### config.mk
export PLATFORM = sky130hd
export DESIGN_NAME = tspan_queue
export DESIGN_NICKNAME = d
export VERILOG_FILES = /design/src/rtl/tspan_pkg.sv /design/src/rtl/tspan_queue.sv
export SDC_FILE = /design/constraint.sdc
export NUM_CORES = 1
export LEC_CHECK = 0
export BUFFER_PORTS_ARGS = -buffer_cell sky130_fd_sc_hd__buf_2
export CAP_MARGIN = 10
export CORE_ASPECT_RATIO = 1.2
export CORE_MARGIN = 4
export CORE_UTILIZATION = 51
export DETAILED_ROUTE_END_ITERATION = 7
export PLACE_DENSITY = 0.75
export SYNTH_ARGS = -nofsm -noshare
export SYNTH_HDL_FRONTEND = slang
export SYNTH_SLANG_ARGS = --single-unit
### constraint.sdc
create_clock -name clock -period 5.6 [get_ports clock]
set_clock_uncertainty 0.2 [all_clocks]
set_input_delay 1.4 -clock clock [delete_from_list [all_inputs] [get_ports clock]]
set_output_delay 1.4 -clock clock [all_outputs]
set_load 0.02 [all_outputs]
### src/rtl/tspan_pkg.sv
// Shared types and constants of the planar texture span drawer.
package tspan_pkg;

   localparam int SCREEN_WIDTH = 320;

   localparam int X_W       = 9;
   localparam int ROW_W     = 8;
   localparam int COL_W     = 8;
   localparam int MASK_W    = 4;
   localparam int BYTE_W    = 8;
   localparam int TEX_AW    = 12;
   localparam int SHADE_AW  = 8;
   localparam int TEX_DEPTH = 1 << TEX_AW;
   localparam int SHADE_DEPTH = 1 << SHADE_AW;
   localparam int UV_W      = 32;
   localparam int FRAC_W    = 16;
   localparam int TEX_BITS  = 6;
   // Only the fraction and the six wrapped integer bits of u and v matter.
   localparam int COORD_W   = FRAC_W + TEX_BITS;

   localparam int REQ_DATA_W = 176;
   localparam int RSP_DATA_W = 32;

   localparam int QUEUE_DEPTH = 4;
   localparam int QUEUE_AW    = $clog2(QUEUE_DEPTH);

   localparam logic [X_W-1:0]    X_LAST   = X_W'(SCREEN_WIDTH - 1);
   localparam logic [MASK_W-1:0] MASK_EVEN = 4'b0011;
   localparam logic [MASK_W-1:0] MASK_ODD  = 4'b1100;

   typedef enum logic [1:0] {
      OP_TEX_WRITE   = 2'd0,
      OP_SHADE_WRITE = 2'd1,
      OP_SPAN_START  = 2'd2,
      OP_NEXT_PIXEL  = 2'd3
   } op_type;

   typedef enum logic [1:0] {
      CMD_TEX   = 2'd0,
      CMD_SHADE = 2'd1,
      CMD_SPAN  = 2'd2,
      CMD_PIXEL = 2'd3
   } cmd_kind_type;

   typedef struct packed {
      op_type                  op;
      logic [TEX_AW-1:0]       table_index;
      logic [BYTE_W-1:0]       table_value;
      logic [X_W-1:0]          x_start;
      logic [X_W-1:0]          x_end;
      logic [ROW_W-1:0]        row;
      logic signed [UV_W-1:0]  u_start;
      logic signed [UV_W-1:0]  v_start;
      logic signed [UV_W-1:0]  u_step;
      logic signed [UV_W-1:0]  v_step;
   } req_type;

   typedef struct packed {
      logic [MASK_W-1:0] mask;
      logic [COL_W-1:0]  column;
      logic [ROW_W-1:0]  row;
      logic              last;
   } pix_info_type;

   typedef struct packed {
      cmd_kind_type         kind;
      logic [TEX_AW-1:0]    index;
      logic [BYTE_W-1:0]    value;
      logic [X_W-1:0]       delta_x;
      pix_info_type         pix;
      logic [COORD_W-1:0]   u0;
      logic [COORD_W-1:0]   v0;
      logic [COORD_W-1:0]   du;
      logic [COORD_W-1:0]   dv;
   } cmd_type;

   typedef struct packed {
      pix_info_type      pix;
      logic [BYTE_W-1:0] color;
   } rsp_type;

endpackage

### src/rtl/tspan_queue.sv
// Short command queue between the front end and the pixel pipeline.
module tspan_queue
   import tspan_pkg::*;
(
   input  logic    clock,
   input  logic    reset,
   input  logic    push,
   input  cmd_type push_cmd,
   output logic    full,
   input  logic    pop,
   output logic    empty,
   output cmd_type head_cmd
);

   cmd_type             entries_ff [QUEUE_DEPTH];
   logic [QUEUE_AW-1:0] wr_ptr_ff, wr_ptr_in;
   logic [QUEUE_AW-1:0] rd_ptr_ff, rd_ptr_in;
   logic [QUEUE_AW:0]   count_ff, count_in;
   logic                do_push, do_pop;

   assign full     = (count_ff == (QUEUE_AW+1)'(QUEUE_DEPTH));
   assign empty    = (count_ff == '0);
   assign head_cmd = entries_ff[rd_ptr_ff];
   assign do_push  = push && !full;
   assign do_pop   = pop && !empty;

   always_comb begin
      wr_ptr_in = do_push ? QUEUE_AW'(wr_ptr_ff + 1'b1) : wr_ptr_ff;
      rd_ptr_in = do_pop  ? QUEUE_AW'(rd_ptr_ff + 1'b1) : rd_ptr_ff;
      count_in  = count_ff;
      if (do_push && !do_pop) begin
         count_in = count_ff + 1'b1;
      end else if (do_pop && !do_push) begin
         count_in = count_ff - 1'b1;
      end
   end

   always_ff @(posedge clock) begin
      if (do_push) begin
         entries_ff[wr_ptr_ff] <= push_cmd;
      end
      if (reset) begin
         wr_ptr_ff <= '0;
         rd_ptr_ff <= '0;
         count_ff  <= '0;
      end else begin
         wr_ptr_ff <= wr_ptr_in;
         rd_ptr_ff <= rd_ptr_in;
         count_ff  <= count_in;
      end
   end

endmodule

==> impl_metrics.py, run 1 <==
metrics = {
    "worst_hold_path": {
        "hold_class": "reg2reg",
    },
    "floorplan": {
        "dieArea_sq_um": 43800,
        "die_x_um": 192,
        "start_util": 0.517,
        "rows": 80,
        "core_sq_um": 39900,
        "die_h_um": 229,
        "io_pins": 286,
    },
    "logic_synthesis": {
        "yosys.area_share.simple": 0.00412,
        "synth_top_area_frac": 0.814,
        "synth_top_family_by_area": "multiplexers",
        "syn_area_sq_um": 20700,
        "synthAdderAreaFrac": 0.00400,
        "yosys-top-cells-count": "560 x edfxtp_1, 140 x mux4_2, 15 x buf_2, 12 x buf_6, 9 x dfxtp_1",
        "syn_nets": 930,
        "synth.area.top_cells": "edfxtp_1 81%, mux4_2 15%, dfxtp_1 0.87%, buf_6 0.65%, buf_2 0.36%",
        "synthArstFlopShare": 0,
        "yosys.area.top_type": "edfxtp_1",
        "yosysMostFrequentCell": "edfxtp_1",
        "ys_ff_latch": 569,
        "synth_ff_type": "edfxtp_1",
        "ys_seq_area_frac": 0.822,
        "synth_cells": 780,
        "synth_cell_types": 22,
        "synthMuxAreaShare": 0.154,
        "synth-compound-area-share": 0.00176,
        "yosysWarnings": 0,
        "syn_area_per_cell_sq_um": 26.5,
        "synth_xor_area_frac": 0.00170,
        "synth_edf_count": 560,
    },
    "route": {
        "firstDrtPassIters": 4,
        "drtAntennaViolNets": 0,
        "wl_per_cell_um": 23.5,
        "wirelength_um": 39600,
        "viasPerCell": 5.48,
        "drt_iter0_drc": 651,
        "drc": 0,
        "vias": 9246,
    },
    "power": {
        "comb_power_share": 0.243,
        "p_sw_mw": 3.28,
        "clkPwrFrac": 0.304,
        "p_per_area_nw_per_um2": 475,
        "p_int_mw": 8.38,
        "p_sw_frac": 0.281,
        "leakagePower_nw": 8.18,
        "seq_power_share": 0.454,
        "vdd_drop_max_mv": 0.350,
    },
    "timing": {
        "min_period_ns": 4.17,
        "hold_viol": 0,
        "worst_pin_slew_ns": 0.986,
        "maxSlewViolCount": 0,
        "setup_viol": 0,
        "rsz0062_at_grt": "false",
        "maxSlewHeadroom": 0.343,
        "max_freq_mhz": 240,
        "fin_tns_setup_ns": 0,
        "final.period_utilization": 0.744,
    },
    "critical_path": {
        "worst_setup_path_end_kind": "output pin",
        "crit_slowest_cell": "dfxtp_4",
        "critPathArrivalTime_ns": 2.57,
        "worstSetupPathType": "reg2out",
        "critPathLaunchType": "register",
        "worst_path_largest_cell_delay_ns": 0.78,
        "required_ns": 4.00,
        "path_cells": "buf_12, mux4_2, buf_2",
        "worstPathMaxFanout": 40,
    },
    "clocking": {
        "cts_buffers": 54,
        "cts_hold_buf": 0,
        "cts_resized": 0,
        "cts-root-buf": "clkbuf_16",
        "postCtsSetupRepairBufs": 0,
        "cts_max_path_buffers": 3,
        "cts_tree": "done",
        "h-tree-depth": 2,
        "clk-insertion-delay-late_ns": 0.56,
        "path_clk_slew_ns": 0.06,
        "cts_sinks": 569,
    },
    "layout": {
        "final_area_sq_um": 24500,
        "postLayoutCoreUtil": 0.615,
        "nets": 1256,
        "area_growth_pct": 18.7,
        "drive_gt1_frac": 0.461,
        "nFillCells": 2738,
        "fin_cells": 1687,
    },
    "place": {
        "place_area_sq_um": 22800,
        "gp_congestion": 0.770,
        "port_buffers": 285,
        "dpl.hpwl_um": 24400,
        "dpl.cell_count": 1583,
    },
    "global_routing": {
        "grt_pass1_vias": 9894,
        "grt_first_pass_wirelength_um": 60900,
        "grt_usage": 0.183,
        "gr-total-overflow": 0,
        "antenna_found_initial": 14,
        "grt_max_degree": 61,
    },
    "status": {
        "status": "complete, no violations",
    },
    "flow_run": {
        "cap_violations": 0,
    },
}
logic make-up after synthesis:
kind of cell | after synthesis
AO/OA/AOI/OAI | 6
XOR/XNOR | 4
adder cells (fa/ha/maj) | 6
buffers and inverters | 37
flip-flops | 569
multiplexers | 142
AND/OR/NAND/NOR | 16
placed cells by master (no fill, tap or decap), types with 2 or more instances in the layout:
cell type,Yosys,final
or3_1,2,2
clkbuf_1,3,11
buf_4,3,9
dfxtp_1,9,7
clkbuf_8,0,3
inv_1,4,4
mux4_2,140,140
buf_2,15,285
o21ai_0,2,2
clkinv_2,0,11
clkbuf_16,0,55
inv_6,0,2
buf_12,0,9
bufinv_16,0,5
diode_2,0,5
clkinv_1,0,7
clkinv_4,0,2
nand2b_1,2,2
dfxtp_4,0,2
mux2i_1,2,2
and2_4,0,4
xor2_1,4,4
clkinvlp_4,0,3
a21oi_1,2,2
ha_1,5,5
edfxtp_1,560,560
nor2_1,6,6
flip-flops by register name (all words and copies together), names as in the netlist, named ones only:
signal / count
entries_ff: 560
wr_ptr_ff: 2
rd_ptr_ff: 2
count_ff: 3
routing by layer:
| metal | global-route usage | vias up | share of wire |
|---|---|---|---|
| met5 | 0 | - | 0.0032 |
| met4 | 0.0463 | 20 | 0.019 |
| met3 | 0.0648 | 69 | 0.092 |
| met2 | 0.278 | 290 | 0.48 |
| met1 | 0.257 | 4838 | 0.41 |
| li1 | - | 4029 | - |
cell type report:
class                      count  area [sq um]  share of cell area
timing repair buffer         303          1670              0.0682
multi-input combinational    174          3420               0.139
tap                          533           667              0.0272
sequential                   569         17000               0.693
inverter                       4          15.0            0.000612
clock buffer                  69          1460              0.0594
antenna                        5          12.5            0.000510
clock inverter                30           289              0.0118
critical path: cells and delay by family, from the launching register on:
family                 cells  cell delay, ns
buffers and inverters      2            0.57
flip-flops                 1            0.78
multiplexers               1            0.59
power by group through the flow:
| stage | combinational, mW | sequential (mW) | clock, mW |
|---|---|---|---|
| after floorplan | 2.06 | 5.29 | 0 |
| after global placement | 2.87 | 5.36 | 0 |
| after detailed placement | 2.89 | 5.39 | 0 |
| after CTS | 2.90 | 5.30 | 3.64 |
| after global routing | 3.02 | 5.33 | 3.84 |
| final | 2.83 | 5.29 | 3.54 |
worst paths after layout:
path | to | cells after the start | startpoint | slack, ns
max | head_cmd[139] | 3 | register | 1.43
min | wr_ptr_ff[1] | 2 | wr_ptr_ff[1] | 0.32
max reg2reg | entries_ff[2][113] | 4 | count_ff[0] | 2.76
min reg2reg | wr_ptr_ff[1] | 2 | wr_ptr_ff[1] | 0.32
metrics by stage:
stage / total power, mW / worst slack (ns) / hold WS [ns]
floorplan: 7.35 / 1.49 / 0.282
global placement: 8.24 / 1.82 / 0.299
detailed placement: 8.28 / 1.80 / 0.315
CTS: 11.8 / 1.33 / 0.328
global route: 12.2 / 1.22 / 0.363
finish: 11.7 / 1.43 / 0.320
No activity file was read; power rests on OpenSTA's default activity.
==> inputs of run 2 (changes only) <==
ABC_AREA = 1   (was default)
CORE_UTILIZATION = 57   (was 51)
PLACE_DENSITY = 0.79   (was 0.75)
clock period = 4.1 ns   (was 5.6 ns; I/O delays follow)
==> run 2 against run 1 <==
Effect of this change:
- combinational power is 48% higher
- sequential share of layout area shrank 0.67 points
- via count increased by 40%
- synthesized cell count up 82%
- critical path depth increased by 1
- clock-buffer cell count shrank 3
- critical endpoint is now head_cmd[2]
- wire length increased by 15%
- sequential power grew 37%
- total power up 39%
- die area decreased by 7.8%
==> impl_metrics.py, run 2 <==
metrics = {
    "logic_synthesis": {
        "synth_top_family_by_area": "compound AO/OA/AOI/OAI gates",
        "synth_cells": 1423,
        "yosys.area_share.simple": 0.0560,
        "synth_cell_types": 21,
        "syn_nets": 1573,
        "ys_ff_latch": 569,
        "synthMuxAreaShare": 0,
        "ys_seq_area_frac": 0.801,
        "synth_edf_count": 560,
        "syn_area_sq_um": 21200,
        "yosysMostFrequentCell": "edfxtp_1",
        "synth_ff_type": "edfxtp_1",
        "synth_top_area_frac": 0.793,
        "yosys.area.top_type": "edfxtp_1",
        "synth_xor_area_frac": 0.000413,
        "synth.area.top_cells": "edfxtp_1 79%, o21ai_0 5.2%, nor2_1 5.2%, o22ai_1 4.1%, o21ai_1 1.4%",
        "synthAdderAreaFrac": 0.00389,
        "yosys-top-cells-count": "560 x edfxtp_1, 294 x nor2_1, 221 x o21ai_0, 140 x o22ai_1, 60 x o21ai_1",
        "yosysWarnings": 0,
        "syn_area_per_cell_sq_um": 14.9,
        "synthArstFlopShare": 0,
        "synth-compound-area-share": 0.108,
    },
    "floorplan": {
        "start_util": 0.576,
        "core_sq_um": 36800,
        "dieArea_sq_um": 40400,
        "io_pins": 286,
        "rows": 77,
        "die_h_um": 219,
        "die_x_um": 184,
    },
    "route": {
        "viasPerCell": 5.80,
        "wirelength_um": 45500,
        "drtAntennaViolNets": 0,
        "vias": 12900,
        "wl_per_cell_um": 20.5,
        "drc": 0,
        "drt_iter0_drc": 1010,
        "firstDrtPassIters": 5,
    },
    "layout": {
        "final_cell_mix": "560 x edfxtp_1, 290 x nor2_1, 285 x buf_2",
        "nets": 1847,
        "reg_top3": "entries_ff (560), count_ff (3)",
        "nFillCells": 2485,
        "largest_reg_flops": 560,
        "largest-register": "entries_ff",
        "fin_cells": 2224,
        "drive_gt1_frac": 0.224,
        "area_growth_pct": 16.8,
        "layout_commonest_cell": "edfxtp_1",
    },
    "clocking": {
        "cts_buffers": 52,
        "postCtsSetupRepairBufs": 0,
        "cts-root-buf": "clkbuf_16",
        "path_clk_slew_ns": 0.06,
        "cts_tree": "done",
        "clk-insertion-delay-late_ns": 0.56,
        "h-tree-depth": 2,
        "cts_resized": 0,
        "cts_max_path_buffers": 3,
        "cts_hold_buf": 0,
        "cts_sinks": 569,
    },
    "place": {
        "dpl.cell_count": 2117,
        "dpl.hpwl_um": 25800,
        "pre_cts_ws_ns": 0.907,
        "gp_congestion": 0.751,
        "port_buffers": 285,
    },
    "global_routing": {
        "antenna_found_initial": 13,
        "grt_first_pass_wirelength_um": 68900,
        "grt_usage": 0.218,
        "grt_max_degree": 165,
        "grt_pass1_vias": 12700,
        "gr-total-overflow": 0,
    },
    "timing": {
        "setup_viol": 0,
        "setup_slack_ns": 0.345,
        "hold_viol": 0,
        "min_period_ns": 3.75,
        "rsz0062_at_grt": "false",
        "maxSlewHeadroom": 0.475,
        "maxSlewViolCount": 0,
        "max_freq_mhz": 266,
        "final.period_utilization": 0.916,
        "worst_pin_slew_ns": 0.787,
        "fin_tns_setup_ns": 0,
    },
    "status": {
        "status": "complete, no violations",
    },
    "critical_path": {
        "worstSetupPathType": "reg2out",
        "required_ns": 2.87,
        "critPathLaunchType": "register",
        "r2r_setup_slack_ns": 1.68,
        "critPathArrivalTime_ns": 2.53,
        "worst_setup_path_end_kind": "output pin",
        "worstPathMaxFanout": 63,
    },
    "flow_run": {
        "cap_violations": 0,
    },
    "worst_hold_path": {
        "hold_class": "reg2reg",
    },
    "power": {
        "leakagePower_nw": 8.65,
        "p_per_area_nw_per_um2": 652,
        "vdd_drop_max_mv": 0.448,
    },
}
-- run 2: cell count changes in the layout (fill, tap and decap cells not counted), sizes merged, moves of 12 or more --
cell,before,now
o21ai,2,281
o22ai,0,140
nand2,0,15
nor2,6,294
inv,6,18
mux4,140,0
-- run 2: layout make-up --
cell class,instances,area (sq um),share of cell area
antenna,12,30.0,0.00121
clock buffer,66,1380,0.0555
clock inverter,29,312,0.0126
inverter,18,77.6,0.00313
multi-input combinational,745,3610,0.146
sequential,569,17000,0.686
tap,474,593,0.0239
timing repair buffer,311,1780,0.0720
-- run 2: logic make-up (layout without fill, tap and decap cells) --
| group | count (synthesis) | in the layout |
|---|---|---|
| flops | 569 | 569 |
| other cells | 0 | 12 |
| compound gates | 424 | 424 |
| buf+inv | 109 | 424 |
| fa+ha+maj | 6 | 6 |
| simple gates | 314 | 314 |
| xor+xnor | 1 | 1 |
-- run 2: routing by layer --
metal	GRT usage	up-vias	part of all wire	routed length, um
li1	-	5951	-	-
met1	0.278	6404	0.38	17500
met2	0.362	449	0.51	23100
met3	0.0585	91	0.082	3740
met4	0.0789	12	0.026	1170
met5	0	-	0.0019	87
-- run 2: worst paths after layout --
path                 endpoint    startpoint  depth (start not counted)
setup / recovery  head_cmd[2]      register                          4
hold / removal       register  rd_ptr_ff[0]                          2
setup reg to reg  count_ff[1]   count_ff[1]                          9
hold reg to reg      register  rd_ptr_ff[0]                          2
-- run 2: metrics by stage --
| step | area, sq um | utilization | hold slack [ns] | total power, mW |
|---|---|---|---|---|
| after global routing | 24800 | 0.673 | 0.340 | 16.9 |
| after floorplan | 21200 | - | 0.259 | 10.2 |
| final | 24800 | 0.673 | 0.326 | 16.2 |
| after global placement | 23100 | 0.627 | 0.280 | 11.4 |
| after CTS | 24800 | 0.673 | 0.326 | 16.3 |
| after detailed placement | 23100 | 0.627 | 0.304 | 11.5 |
-- run 2: worst max-delay path, stage by stage, from the launching register on --
cell and delay (ns):
dfxtp_4 0.55, buf_4 0.61, o21ai_0 0.24, o22ai_1 0.27
buf_2 0.21
-- run 2: power breakdown --
group | switching [mW] | internal [mW]
combinational | 2.99 | 1.19
sequential | 0.159 | 7.07
clock | 1.95 | 2.80
